`config.mk`:
```
export PLATFORM = sky130hd
export DESIGN_NAME = handle_pool_allocator_core
export DESIGN_NICKNAME = d
export VERILOG_FILES = /design/src/rtl/core/hpa_pkg.sv /design/src/rtl/core/hpa_ram.sv /design/src/rtl/core/hpa_ctrl.sv /design/src/rtl/core/hpa_datapath.sv /design/src/rtl/core/handle_pool_allocator_core.sv
export SDC_FILE = /design/constraint.sdc
export NUM_CORES = 2
export LEC_CHECK = 0
export BUFFER_PORTS_ARGS = -buffer_cell sky130_fd_sc_hd__buf_2
export CAP_MARGIN = 20
export CORE_ASPECT_RATIO = 1.75
export CORE_MARGIN = 8
export CORE_UTILIZATION = 60
export CTS_CLUSTER_DIAMETER = 150
export DETAILED_ROUTE_END_ITERATION = 6
export GPL_ROUTABILITY_DRIVEN = 0
export PLACE_DENSITY = 0.77
export SETUP_SLACK_MARGIN = 0.2
export SLEW_MARGIN = 10
export SYNTH_ARGS = -nofsm -noshare
export SYNTH_HDL_FRONTEND = slang
export SYNTH_SLANG_ARGS = --single-unit
export TNS_END_PERCENT = 20
```
`constraint.sdc`:
```
create_clock -name clk -period 10.8 [get_ports clk]
set_input_delay 2.7 -clock clk [delete_from_list [all_inputs] [get_ports clk]]
set_output_delay 2.7 -clock clk [all_outputs]
set_load 0.02 [all_outputs]
```
`src/rtl/core/hpa_pkg.sv`:
```
// ----------------------------------------------------------------------------
// hpa_pkg
// Types, codes and sizes shared by the handle pool allocator modules.
// ----------------------------------------------------------------------------
package hpa_pkg;

	localparam int POOL_SLOTS  = 16;
	localparam int MAP_ENTRIES = 32;
	localparam int HANDLE_BITS = 32;
	localparam int HASH_SHIFT  = 4;
	localparam int SLOT_W      = $clog2(POOL_SLOTS);
	localparam int COUNT_W     = $clog2(POOL_SLOTS + 1);
	localparam int CNT_W       = 32;

	localparam logic [COUNT_W-1:0] POOL_SIZE_RESET = COUNT_W'(POOL_SLOTS);

	localparam logic [1:0] OP_INSTALL = 2'd0;
	localparam logic [1:0] OP_ACQUIRE = 2'd1;
	localparam logic [1:0] OP_RELEASE = 2'd2;

	localparam logic [2:0] STAT_OK      = 3'd0;
	localparam logic [2:0] STAT_FAIL    = 3'd1;
	localparam logic [2:0] STAT_BLOCK   = 3'd2;
	localparam logic [2:0] STAT_IGNORED = 3'd3;
	localparam logic [2:0] STAT_REJECT  = 3'd4;

	typedef struct packed {
		logic [1:0]             opcode;
		logic [HANDLE_BITS-1:0] handle;
		logic [SLOT_W-1:0]      slot_index;
		logic                   may_wait;
	} req_t;

	typedef struct packed {
		logic [2:0]             status;
		logic [HANDLE_BITS-1:0] handle_out;
		logic [SLOT_W-1:0]      slot_out;
		logic [COUNT_W-1:0]     available;
		logic [COUNT_W-1:0]     in_use;
		logic [CNT_W-1:0]       acquire_count;
		logic [CNT_W-1:0]       release_count;
		logic [CNT_W-1:0]       failure_count;
	} rsp_t;

	// Commands from the controller to the datapath.
	typedef struct packed {
		logic load;
		logic clear_wr;
		logic probe_next;
		logic probe_end;
		logic commit;
	} cmd_t;

	// Status from the datapath to the controller.
	typedef struct packed {
		logic [1:0] in_op;
		logic       in_pre_ok;
		logic       stack_empty;
		logic       probe_hit;
		logic       probe_empty;
		logic       probe_last;
		logic       clear_last;
		logic       out_free;
	} sts_t;

endpackage

```
`src/rtl/core/hpa_ram.sv`:
```
// ----------------------------------------------------------------------------
// hpa_ram
// Generic single write port RAM with one registered read port.
// ----------------------------------------------------------------------------
module hpa_ram #(
	parameter int WIDTH = 8,
	parameter int DEPTH = 16
) (
	input  logic                     clk,
	input  logic                     we,
	input  logic [$clog2(DEPTH)-1:0] waddr,
	input  logic [WIDTH-1:0]         wdata,
	input  logic [$clog2(DEPTH)-1:0] raddr,
	output logic [WIDTH-1:0]         rdata
);

	logic [WIDTH-1:0] mem [DEPTH];
	logic [WIDTH-1:0] rdata_q;

	always_ff @(posedge clk) begin
		if (we) begin
			mem[waddr] <= wdata;
		end
		rdata_q <= mem[raddr];
	end

	assign rdata = rdata_q;

endmodule

```
`src/rtl/core/hpa_ctrl.sv`:
```
// ----------------------------------------------------------------------------
// hpa_ctrl
// Sequencer for the allocator: map clearing, dispatch, probing and commit.
// ----------------------------------------------------------------------------
module hpa_ctrl (
	input  logic         clk,
	input  logic         arst_n,
	input  logic         req_valid,
	output logic         req_ready,
	input  hpa_pkg::sts_t sts,
	output hpa_pkg::cmd_t cmd
);

	typedef enum logic [2:0] {
		S_CLEAR,
		S_IDLE,
		S_PROBE_RD,
		S_PROBE_CHK,
		S_POP,
		S_FINISH
	} state_t;

	state_t state_q;
	state_t state_d;

	always_ff @(posedge clk or negedge arst_n) begin
		if (!arst_n) begin
			state_q <= S_CLEAR;
		end else begin
			state_q <= state_d;
		end
	end

	assign req_ready = (state_q == S_IDLE);

	always_comb begin
		state_d = state_q;
		cmd     = '0;
		unique case (state_q)
			S_CLEAR: begin
				cmd.clear_wr = 1'b1;
				if (sts.clear_last) begin
					state_d = S_IDLE;
				end
			end
			S_IDLE: begin
				if (req_valid) begin
					cmd.load = 1'b1;
					unique case (sts.in_op)
						hpa_pkg::OP_INSTALL, hpa_pkg::OP_RELEASE: begin
							state_d = sts.in_pre_ok ? S_PROBE_RD : S_FINISH;
						end
						hpa_pkg::OP_ACQUIRE: begin
							state_d = sts.stack_empty ? S_FINISH : S_POP;
						end
						default: begin
							state_d = S_FINISH;
						end
					endcase
				end
			end
			S_PROBE_RD: begin
				state_d = S_PROBE_CHK;
			end
			S_PROBE_CHK: begin
				if (sts.probe_hit || sts.probe_empty || sts.probe_last) begin
					cmd.probe_end = 1'b1;
					state_d       = S_FINISH;
				end else begin
					cmd.probe_next = 1'b1;
					state_d        = S_PROBE_RD;
				end
			end
			S_POP: begin
				state_d = S_FINISH;
			end
			S_FINISH: begin
				if (sts.out_free) begin
					cmd.commit = 1'b1;
					state_d    = S_IDLE;
				end
			end
			default: begin
				state_d = S_CLEAR;
			end
		endcase
	end

endmodule

```
`src/rtl/core/hpa_datapath.sv`:
```
// ----------------------------------------------------------------------------
// hpa_datapath
// Pool state, hash map, free stack, counters and the result register.
// ----------------------------------------------------------------------------
module hpa_datapath #(
	parameter int MAP_ENTRIES = hpa_pkg::MAP_ENTRIES
) (
	input  logic                        clk,
	input  logic                        arst_n,
	input  logic                        cfg_valid,
	output logic                        cfg_ready,
	input  logic [hpa_pkg::COUNT_W-1:0] cfg_data,
	input  hpa_pkg::req_t               req,
	input  hpa_pkg::cmd_t               cmd,
	output hpa_pkg::sts_t               sts,
	output logic                        rsp_valid,
	input  logic                        rsp_ready,
	output hpa_pkg::rsp_t               rsp
);

	localparam int MAP_IW  = $clog2(MAP_ENTRIES);
	localparam int SIZE_W  = MAP_IW + 1;
	localparam int NEED_W  = hpa_pkg::COUNT_W + 1;
	localparam int CMP_W   = (SIZE_W > NEED_W) ? SIZE_W : NEED_W;
	localparam int SLOT_W  = hpa_pkg::SLOT_W;
	localparam int TOP_W   = hpa_pkg::COUNT_W;
	localparam int HB      = hpa_pkg::HANDLE_BITS;
	localparam int CNT_W   = hpa_pkg::CNT_W;
	localparam int NSLOTS  = hpa_pkg::POOL_SLOTS;

	localparam logic [TOP_W-1:0] TOP_FULL = TOP_W'(NSLOTS);
	localparam logic [CNT_W-1:0] CNT_MAX  = '1;

	logic [TOP_W-1:0]  pool_size_q;
	hpa_pkg::req_t     item_q;
	logic [TOP_W-1:0]  top_q;
	logic [NSLOTS-1:0] installed_q;
	logic [NSLOTS-1:0] busy_q;
	logic [CNT_W-1:0]  acq_q;
	logic [CNT_W-1:0]  rel_q;
	logic [CNT_W-1:0]  fail_q;
	logic [MAP_IW-1:0] idx_q;
	logic [SIZE_W-1:0] n_q;
	logic              pre_q;
	logic              hit_q;
	logic              empty_q;
	logic [MAP_IW-1:0] clr_q;
	hpa_pkg::rsp_t     rsp_q;
	logic              rsp_valid_q;

	logic [TOP_W-1:0]  pool_eff;
	logic [CMP_W-1:0]  size_acc;
	logic [SIZE_W-1:0] bucket_count;
	logic [MAP_IW-1:0] map_mask;
	logic [MAP_IW-1:0] req_hash;

	logic              map_we;
	logic [MAP_IW-1:0] map_waddr;
	logic [HB+SLOT_W-1:0] map_wdata;
	logic [HB+SLOT_W-1:0] map_rd;
	logic [HB-1:0]     map_key;
	logic [SLOT_W-1:0] map_slot;

	logic              stack_we;
	logic [SLOT_W-1:0] stack_wdata;
	logic [SLOT_W-1:0] stack_rd;
	logic [HB-1:0]     handle_rd;

	logic              install_ok;
	logic              release_ok;
	logic              acq_ok;
	logic              acq_fail;
	logic [TOP_W-1:0]  top_d;
	hpa_pkg::rsp_t     rsp_d;

	// A zero pool size acts as one slot, oversized values as the full pool.
	always_comb begin
		if (pool_size_q == '0) begin
			pool_eff = TOP_W'(1);
		end else if (pool_size_q > TOP_FULL) begin
			pool_eff = TOP_FULL;
		end else begin
			pool_eff = pool_size_q;
		end
	end

	// Map size is the smallest power of two that holds twice the pool, capped at MAP_ENTRIES.
	always_comb begin
		size_acc = CMP_W'(2);
		for (int i = 0; i < MAP_IW; i++) begin
			if (size_acc < CMP_W'({pool_eff, 1'b0}) && size_acc < CMP_W'(MAP_ENTRIES)) begin
				size_acc = size_acc << 1;
			end
		end
	end

	assign bucket_count = SIZE_W'(size_acc);
	assign map_mask = MAP_IW'(bucket_count - SIZE_W'(1));
	assign req_hash = req.handle[hpa_pkg::HASH_SHIFT +: MAP_IW] & map_mask;

	assign map_key  = map_rd[HB-1:0];
	assign map_slot = map_rd[HB +: SLOT_W];

	// Map words hold key and slot together; a zero key marks an empty bucket.
	assign map_we    = cmd.clear_wr || (cmd.commit && install_ok);
	assign map_waddr = cmd.clear_wr ? clr_q : idx_q;
	assign map_wdata = cmd.clear_wr ? '0 : {item_q.slot_index, item_q.handle};

	hpa_ram #(.WIDTH(HB + SLOT_W), .DEPTH(MAP_ENTRIES)) u_map_ram (
		.clk   (clk),
		.we    (map_we),
		.waddr (map_waddr),
		.wdata (map_wdata),
		.raddr (idx_q),
		.rdata (map_rd)
	);

	assign stack_we    = cmd.commit && (install_ok || release_ok);
	assign stack_wdata = install_ok ? item_q.slot_index : map_slot;

	// The read side shows the registered top entry of the stack while it is not empty.
	hpa_ram #(.WIDTH(SLOT_W), .DEPTH(NSLOTS)) u_stack_ram (
		.clk   (clk),
		.we    (stack_we),
		.waddr (top_q[SLOT_W-1:0]),
		.wdata (stack_wdata),
		.raddr (SLOT_W'(top_q - TOP_W'(1))),
		.rdata (stack_rd)
	);

	hpa_ram #(.WIDTH(HB), .DEPTH(NSLOTS)) u_handle_ram (
		.clk   (clk),
		.we    (cmd.commit && install_ok),
		.waddr (item_q.slot_index),
		.wdata (item_q.handle),
		.raddr (stack_rd),
		.rdata (handle_rd)
	);

	assign install_ok = (item_q.opcode == hpa_pkg::OP_INSTALL) && pre_q && empty_q;
	assign release_ok = (item_q.opcode == hpa_pkg::OP_RELEASE) && pre_q && hit_q
		&& busy_q[map_slot] && (top_q < TOP_FULL);
	assign acq_ok     = (item_q.opcode == hpa_pkg::OP_ACQUIRE) && (top_q != '0);
	assign acq_fail   = (item_q.opcode == hpa_pkg::OP_ACQUIRE) && (top_q == '0)
		&& !item_q.may_wait;

	always_comb begin
		if (install_ok || release_ok) begin
			top_d = top_q + TOP_W'(1);
		end else if (acq_ok) begin
			top_d = top_q - TOP_W'(1);
		end else begin
			top_d = top_q;
		end
	end

	always_comb begin
		rsp_d            = '0;
		rsp_d.status     = hpa_pkg::STAT_IGNORED;
		unique case (item_q.opcode)
			hpa_pkg::OP_INSTALL: begin
				rsp_d.status   = install_ok ? hpa_pkg::STAT_OK : hpa_pkg::STAT_REJECT;
				rsp_d.slot_out = item_q.slot_index;
			end
			hpa_pkg::OP_ACQUIRE: begin
				if (acq_ok) begin
					rsp_d.status     = hpa_pkg::STAT_OK;
					rsp_d.slot_out   = stack_rd;
					rsp_d.handle_out = handle_rd;
				end else begin
					rsp_d.status = item_q.may_wait ? hpa_pkg::STAT_BLOCK : hpa_pkg::STAT_FAIL;
				end
			end
			hpa_pkg::OP_RELEASE: begin
				if (release_ok) begin
					rsp_d.status   = hpa_pkg::STAT_OK;
					rsp_d.slot_out = map_slot;
				end
			end
			default: begin
				rsp_d.status = hpa_pkg::STAT_IGNORED;
			end
		endcase
		rsp_d.available     = top_d;
		rsp_d.in_use        = (pool_eff > top_d) ? (pool_eff - top_d) : '0;
		rsp_d.acquire_count = (acq_ok && acq_q != CNT_MAX) ? acq_q + CNT_W'(1) : acq_q;
		rsp_d.release_count = (release_ok && rel_q != CNT_MAX) ? rel_q + CNT_W'(1) : rel_q;
		rsp_d.failure_count = (acq_fail && fail_q != CNT_MAX) ? fail_q + CNT_W'(1) : fail_q;
	end

	always_ff @(posedge clk or negedge arst_n) begin
		if (!arst_n) begin
			pool_size_q <= hpa_pkg::POOL_SIZE_RESET;
			top_q       <= '0;
			installed_q <= '0;
			busy_q      <= '0;
			acq_q       <= '0;
			rel_q       <= '0;
			fail_q      <= '0;
			clr_q       <= '0;
			rsp_valid_q <= 1'b0;
		end else begin
			if (cfg_valid) begin
				pool_size_q <= cfg_data;
			end
			if (cmd.clear_wr) begin
				clr_q <= clr_q + MAP_IW'(1);
			end
			if (cmd.commit) begin
				top_q       <= top_d;
				acq_q       <= rsp_d.acquire_count;
				rel_q       <= rsp_d.release_count;
				fail_q      <= rsp_d.failure_count;
				rsp_valid_q <= 1'b1;
				if (install_ok) begin
					installed_q[item_q.slot_index] <= 1'b1;
					busy_q[item_q.slot_index]      <= 1'b0;
				end
				if (acq_ok) begin
					busy_q[stack_rd] <= 1'b1;
				end
				if (release_ok) begin
					busy_q[map_slot] <= 1'b0;
				end
			end else if (rsp_ready) begin
				rsp_valid_q <= 1'b0;
			end
		end
	end

	// Item, probe and response registers carry payload only.
	always_ff @(posedge clk) begin
		if (cmd.load) begin
			item_q  <= req;
			idx_q   <= req_hash;
			n_q     <= '0;
			pre_q   <= sts.in_pre_ok;
			hit_q   <= 1'b0;
			empty_q <= 1'b0;
		end
		if (cmd.probe_next) begin
			idx_q <= (idx_q + MAP_IW'(1)) & map_mask;
			n_q   <= n_q + SIZE_W'(1);
		end
		if (cmd.probe_end) begin
			hit_q   <= sts.probe_hit;
			empty_q <= sts.probe_empty;
		end
		if (cmd.commit) begin
			rsp_q <= rsp_d;
		end
	end

	always_comb begin
		sts             = '0;
		sts.in_op       = req.opcode;
		sts.stack_empty = (top_q == '0);
		unique case (req.opcode)
			hpa_pkg::OP_INSTALL: begin
				sts.in_pre_ok = (req.handle != '0)
					&& (TOP_W'(req.slot_index) < pool_eff)
					&& !installed_q[req.slot_index]
					&& (top_q < TOP_FULL);
			end
			hpa_pkg::OP_RELEASE: begin
				sts.in_pre_ok = (req.handle != '0);
			end
			default: begin
				sts.in_pre_ok = 1'b0;
			end
		endcase
		sts.probe_hit   = (map_key == item_q.handle);
		sts.probe_empty = (map_key == '0);
		sts.probe_last  = ((n_q + SIZE_W'(1)) == bucket_count);
		sts.clear_last  = (clr_q == MAP_IW'(MAP_ENTRIES - 1));
		sts.out_free    = !rsp_valid_q || rsp_ready;
	end

	assign cfg_ready = 1'b1;
	assign rsp_valid = rsp_valid_q;
	assign rsp       = rsp_q;

endmodule

```
`src/rtl/core/handle_pool_allocator_core.sv`:
```
// ----------------------------------------------------------------------------
// handle_pool_allocator_core
// Handle slot pool with a LIFO free stack and a linear-probe handle map.
// ----------------------------------------------------------------------------
// After reset the block first clears its hash map, one bucket per cycle, and
// takes no request until every bucket is clear; configuration writes are taken at
// any time. Every request gives one response. An install or release reads the
// map bucket by bucket; each probe is a read of the map RAM followed by a
// compare of its registered output. An acquire that finds a free slot does a
// stack read, then a handle read; an acquire on an empty pool, a release of
// handle zero, a rejected install caught before probing and an unknown opcode
// go straight to the response. The response register lets the next request in
// while a response still waits to be taken.
module handle_pool_allocator_core #(
	parameter int MAP_ENTRIES = hpa_pkg::MAP_ENTRIES
) (
	input  logic                        clk,
	input  logic                        arst_n,
	input  logic                        cfg_valid,
	output logic                        cfg_ready,
	input  logic [hpa_pkg::COUNT_W-1:0] cfg_data,
	input  logic                        req_valid,
	output logic                        req_ready,
	input  hpa_pkg::req_t               req,
	output logic                        rsp_valid,
	input  logic                        rsp_ready,
	output hpa_pkg::rsp_t               rsp
);

	hpa_pkg::cmd_t cmd;
	hpa_pkg::sts_t sts;

	hpa_ctrl u_ctrl (
		.clk       (clk),
		.arst_n    (arst_n),
		.req_valid (req_valid),
		.req_ready (req_ready),
		.sts       (sts),
		.cmd       (cmd)
	);

	hpa_datapath #(.MAP_ENTRIES(MAP_ENTRIES)) u_datapath (
		.clk       (clk),
		.arst_n    (arst_n),
		.cfg_valid (cfg_valid),
		.cfg_ready (cfg_ready),
		.cfg_data  (cfg_data),
		.req       (req),
		.cmd       (cmd),
		.sts       (sts),
		.rsp_valid (rsp_valid),
		.rsp_ready (rsp_ready),
		.rsp       (rsp)
	);

endmodule

```
Word level (Yosys, flattened, before mapping):

Memory sizes are Yosys's and may differ from the RTL's. A register that Yosys moved wholly into a read port is not among the register bits.
Cells that the tools add are included.

* register bits: 345
* memory bits (writable): 1728
* bits of input ports: 49
* logic and storage cells: 203
* memories kept: 3

* $add $sub $neg: 10
* $lt $le $gt $ge: 20
* eq/ne operators: 18
* muxes and demuxes: 70
* bitwise gates (word level): 8
* reduce and logical (&&, ||, !) cells: 47

Memory list
* u_datapath.u_map_ram.mem: words 32, bits a word 36, read ports 1, clocked after Yosys merged registers in 1, write ports 1, line hpa_ram.sv:17 `logic [WIDTH-1:0] mem [DEPTH];`
* u_datapath.u_handle_ram.mem: words 16, bits a word 32, read ports 1, clocked after Yosys merged registers in 1, write ports 1, line hpa_ram.sv:17
* u_datapath.u_stack_ram.mem: words 16, bits a word 4, read ports 1, clocked after Yosys merged registers in 1, write ports 1, line hpa_ram.sv:17

Operator list (count)
* adder 32 x 1 -> 32 bit, second input constant: 3
* two-way mux 32 bit: 3
* != test 32 bit, second input constant: 3
* two-way mux 16 bit: 5
* two-way mux 36 bit: 1
* two-way mux 6 bit: 6
* two-way mux 5 bit: 7
* bitwise AND 16 bit: 2
* equality test 32 bit: 1
* zero test 32 bit: 1
* NOT 16 bit: 2
* bitwise OR 16 bit: 2
* nonzero test 32 bit: 1
* logical AND 1 bit: 24
* two-way mux 1 bit: 24
* two-way mux 3 bit: 8
* < comparator 4 x 5 -> 1 bit, second input constant: 4
* < comparator 6 bit: 3
* < comparator 6 bit, second input constant: 3
* case mux 3 bit (6 select lines): 1
* adder 5 x 1 -> 5 bit, second input constant: 3
* demux 1 bit (select 4 bit): 3
* greater-or-equal comparator 4 x 1 -> 1 bit, second input constant: 3
* two-way mux 4 bit: 3
* other kinds (35): 57

Depth between registers and ports, before layout:

* depth after elaboration: 22
* gate-level depth with buffers: 29
* mapped depth without buffers: 26

Cells and area by module:

From an unflattened synthesis, not the netlist that was laid out.

* cell total of the unflattened synthesis: 4994
* area, all modules: 85295.6 µm²

By module, submodules not included
* hpa_ram (u_datapath.u_map_ram): instances 1, cells an instance 2536, area an instance 45583.7 µm²
* hpa_ram (u_datapath.u_handle_ram): instances 1, cells an instance 838, area an instance 19835.3 µm²
* hpa_datapath: instances 1, cells an instance 1454, area an instance 16903.7 µm²
* hpa_ram (u_datapath.u_stack_ram): instances 1, cells an instance 130, area an instance 2666.3 µm²
* hpa_ctrl: instances 1, cells an instance 36, area an instance 306.5 µm²

Worst setup path after synthesis:

No wires, ideal clock.

* path kind: input -> register
* from: input port rsp_ready
* to: register u_datapath.fail_q[23]
* library setup time: 135 ps
* arrival: 8020 ps
* slack: 2644 ps
* cell stages on the path: 7
* buffers on the path: 2
* path through: nand2b_1 > nand3_1 > clkinv_1 > clkbuf_1 > buf_1 > nand2_1 > xnor2_1

RTL lines
* start: declaration: line handle_pool_allocator_core.sv:26 `input logic rsp_ready,`
* end signal: assignment: line hpa_datapath.sv:213 `fail_q <= rsp_d.failure_count;`
* end: declaration: line hpa_datapath.sv:41 `logic [CNT_W-1:0] fail_q;`

Final worst setup path:

* from: register u_datapath.pool_size_q[4]
* to: register u_datapath.hit_q, enable pin

* word-level cells in the longest chain between the ends: 22
* elaborated cells on any way between the ends: 27
* those cells by class: order compare (10); eq/ne (1); mux (9); reduce/logical (7)

RTL lines
* start: declaration: line hpa_datapath.sv:34 `logic [TOP_W-1:0] pool_size_q;`
* start signal: assignment: line hpa_datapath.sv:193 `pool_size_q <= hpa_pkg::POOL_SIZE_RESET;`
* start signal: assignment: line hpa_datapath.sv:204 `pool_size_q <= cfg_data;`
* greater-than comparator 5 bit: line hpa_datapath.sv:80 `end else if (pool_size_q > TOP_FULL) begin`
* two-way mux 5 bit: line hpa_datapath.sv:80
* two-way mux 5 bit (*): line hpa_datapath.sv:78 `if (pool_size_q == '0) begin`
* < comparator 2 x 6 -> 1 bit: line hpa_datapath.sv:91 `if (size_acc < CMP_W'({pool_eff, 1'b0}) && size_acc < CMP_W'(MAP_ENTRIES)) begin`
* two-way mux 3 bit: line hpa_datapath.sv:91
* < comparator 3 x 6 -> 1 bit: line hpa_datapath.sv:91
* logical AND 1 bit: line hpa_datapath.sv:91
* two-way mux 6 bit: line hpa_datapath.sv:91
* (+6 left out)
* < comparator 6 bit: line hpa_datapath.sv:91
* logical AND 1 bit: line hpa_datapath.sv:91
* two-way mux 6 bit (*): line hpa_datapath.sv:91
* equality test 6 bit (*): line hpa_datapath.sv:274 `sts.probe_last = ((n_q + SIZE_W'(1)) == bucket_count);`
* logical OR 1 bit (*): line hpa_ctrl.sv:66 `if (sts.probe_hit || sts.probe_empty || sts.probe_last) begin`
* two-way mux 1 bit (*): line hpa_ctrl.sv:66
* two-way mux 2 bit (*): line hpa_ctrl.sv:39 `unique case (state_q)`
* nonzero test 2 bit (no source line) (*)
* end signal: assignment: line hpa_datapath.sv:246 `hit_q <= sts.probe_hit;`
* end: declaration: line hpa_datapath.sv:45 `logic hit_q;`

Mark *: on every way between the ends. The rest lies on a longest branch, timed or not.
A chain may end at the register's enable or synchronous reset.

==> results.toml <==
[power]
power_mw = 23.1
p_leak_nw = 31.0
ir_drop_mv = 0.209
power_density_mw_per_mm2 = 247

[timing]
fin_skew_ps = 22.4
fmax_mhz = 127
relSlewSlack = 0.182
finalCritPeriodShare = 0.729
report.final.slew_viol_count = 0
rsz0062_at_grt = "no"
setup_tns_ps = 0
worst_slew_pin_slew_ps = 1230
post-route-min-period_ps = 7880
hold_violations = 0
setup_viol_count_final = 0

[cts]
ctsHoldBuffers = 0
cts.sinks = 2145
clk_pin_slew_worst_paths_ps = 80
cts_buffers = 172
clk-insertion-delay-late_ps = 810
clk_path_buf_depth = 3
cts_tree = "built"
cts_max_level = 4
cts_root_buf = "clkbuf_16"
cts_resized = 0
cts_setup_buffers = 0

[floorplan]
io_pins = 197
rows = 181
fp.dieArea_mm2 = 0.152
dieWidth_um = 299
core_mm2 = 0.139
start_util = 0.604
fp.dieH_um = 511

[routing]
drc = 0
drt-total-wl_um = 199000
viasPerCell = 6.57
vias = 41800
ant_nets = 0
first_iter_violations = 4221
wl_per_cell_um = 31.3
dr.pass1.iters = 6

[grt]
grt_pass1_wl_um = 291000
antenna_found_initial = 9
grt-ovfl-total = 0
grt_usage = 0.261
grt_pass1_vias = 43300
grt_max_degree = 123

[finish]
fill_cells = 8365
nets = 4453
drive_gt1_frac = 0.280
area_delta_synth_final_pct = 11.4

[yosys]
async_flop_share = 0.0685
yosysTopAreaCellShare = 0.690
syn_inst = 4096
synth-edff-count = 1926
synth_cell_type_count = 85
avgSynthCellArea_um2 = 20.5
synth-seq-area-share = 0.751
synth_top_area_cell = "edfxtp_1"
synthFlopType = "edfxtp_1"
yosys_warnings = 0
synthesis.nets = 4177
netlist_area_mm2 = 0.0838
ys_ff_latch = 2145
synth_area_leaders = "edfxtp_1 69%, mux4_2 15%, dfrtp_1 4.4%, dfxtp_1 1.7%, xor2_1 1.3%"

[hold_path]
hold_class = "flop to flop"

[worst_setup_path]
cp-start-kind = "flop"
end_kind = "flop"
crit_required_ps = 11310
crit_type = "flop to flop"
arrival_ps = 8390
cp_max_fo = 12

[job]
cap_violations = 0

[placed_design]
hpwl_um = 115000
place.port_buffers = 195

[status]
outcome = "complete, no violations"
## worst max-delay path, cell delays in order, from the launching register on
cell and delay, ps:
dfstp_2 430, or4_4 610, inv_1 110, ha_1 280, ha_1 350, and4bb_2 250, and4bb_2 230, a211oi_2 260
and2_4 230, clkinv_4 80, ha_1 300, o21ai_0 110, a211o_2 390, a21oi_1 690, mux2i_1 540, ha_1 340
a21oi_1 160, o21ai_0 150, a21oi_2 310, o21ai_0 150, a22oi_1 360, xor2_1 190, o41ai_1 730, nand2_1 170
nand2_1 150
## cell usage in the layout, fill, tap and decap left out, drive strengths merged, types with 5 or more instances in the layout
master,Yosys,layout
a211oi,6,6
a21o,6,6
a21oi,19,19
a22o,16,16
a31oi,6,6
and2,45,45
and3,58,58
and4,16,16
buf,53,299
bufinv,0,13
clkbuf,143,225
clkinv,2,72
clkinvlp,0,7
dfrtp,146,146
dfxtp,72,72
diode,0,8
edfxtp,1926,1926
ha,31,31
inv,29,36
mux2,48,48
mux2i,11,11
mux4,546,546
nand2,179,179
nand2b,11,11
nand3,69,69
nand3b,5,5
nand4,33,33
nor2,165,165
nor2b,8,8
nor3,33,33
nor4,27,27
o211ai,6,6
o21ai,58,58
or2,26,26
or3,9,9
xnor2,115,115
xor2,128,128
## state kept, by name, indices dropped and copies added, names as in the netlist, 32 cells and up
signal	flops
u_datapath.u_stack_ram.mem	64
u_datapath.u_map_ram.mem	1152
u_datapath.acq_q	32
u_datapath.u_handle_ram.mem	512
u_datapath.u_handle_ram.rdata	32
u_datapath.rel_q	32
u_datapath.u_map_ram.rdata	36
u_datapath.item_q	39
u_datapath.fail_q	32
u_datapath.rsp	145
## path summary, 6_finish.rpt
path | start | to | slack (ps) | cells after the start
setup / recovery | u_datapath.pool_size_q[4] | u_datapath.hit_q | 2920 | 24
hold / removal | u_datapath.installed_q[1] | u_datapath.installed_q[1] | 470 | 1
setup reg to reg | u_datapath.pool_size_q[4] | u_datapath.hit_q | 2920 | 24
hold reg to reg | u_datapath.installed_q[1] | u_datapath.installed_q[1] | 470 | 1
max in group asynchronous | arst_n | u_datapath.acq_q[24] | 7510 | 2
min in group asynchronous | arst_n | u_datapath.fail_q[28] | 2040 | 1
## layout make-up
| type | instances | area (µm²) | area share |
|---|---|---|---|
| well taps | 1830 | 2290 | 0.0245 |
| inverters | 31 | 129 | 0.00138 |
| repair buffers | 299 | 1980 | 0.0212 |
| flip-flops and latches | 2145 | 63000 | 0.674 |
| clock buffers | 225 | 4780 | 0.0512 |
| diodes | 8 | 20.0 | 0.000214 |
| clock inverters | 97 | 856 | 0.00916 |
| multi-input cells | 1723 | 20400 | 0.218 |
## cell usage after synthesis, drive strengths merged (3+ instances only)
library cell and count:
xnor2 115, edfxtp 1926, or2 26, dfxtp 72, o31ai 3, a22oi 3, inv 29, xor2 128
or3 9, nor2b 8, nand3b 5, a31oi 6, mux4 546, nand3 69, and2 45, a22o 16
nor4 27, nor3 33, ha 31, nand4 33, buf 53, mux2 48, clkbuf 143, and3 58
and4 16, a211o 3, nor2 165, o21ai 58, o211ai 6, a21o 6, a21oi 19, a211oi 6
dfrtp 146, nand2b 11, mux2i 11, a32o 3, nand2 179
## through the flow
stage	hold slack [ps]	worst slack (ps)	std cells	cell area, µm²	util
4_1_cts	472	3080	6329	93000	0.670
6_report	470	2920	6358	93400	0.673
5_1_grt	494	2520	6351	93400	0.673
3_3_place_gp	450	3320	6007	87400	0.630
3_5_place_dp	453	3120	6007	87400	0.630
2_1_floorplan	434	2640	4096	83800	-
## layer usage
layer  vias to the layer above  share of wire  global-route usage
li1                      17100              -                   -
met1                     21800           0.34               0.307
met2                      2296           0.53               0.468
met3                       545          0.077              0.0437
met4                         4          0.050               0.121
met5                         -        0.00015                   0
## power by group
part / internal (mW) / switching (mW) / leakage (nW)
Sequential: 10.3 / 0.492 / 20.0
Clock: 3.45 / 2.88 / 2.77
Combinational: 2.46 / 3.46 / 8.22
Total: 16.2 / 6.83 / 31.0
## kinds of logic (layout without fill, tap and decap cells)
logic type               count (synthesis)  after routing  share of synthesized area
multiplexers                           605            605                      0.154
XOR/XNOR                               243            243                     0.0254
AND/OR/NAND/NOR                        692            692                     0.0412
flip-flops                            2145           2145                      0.751
adder cells (fa/ha/maj)                 32             32                    0.00486
buffers and inverters                  228            652                     0.0108
AO/OA/AOI/OAI                          150            150                     0.0125
other                                    1              9                  0.0000447
Power figures use the tool's default switching activity.
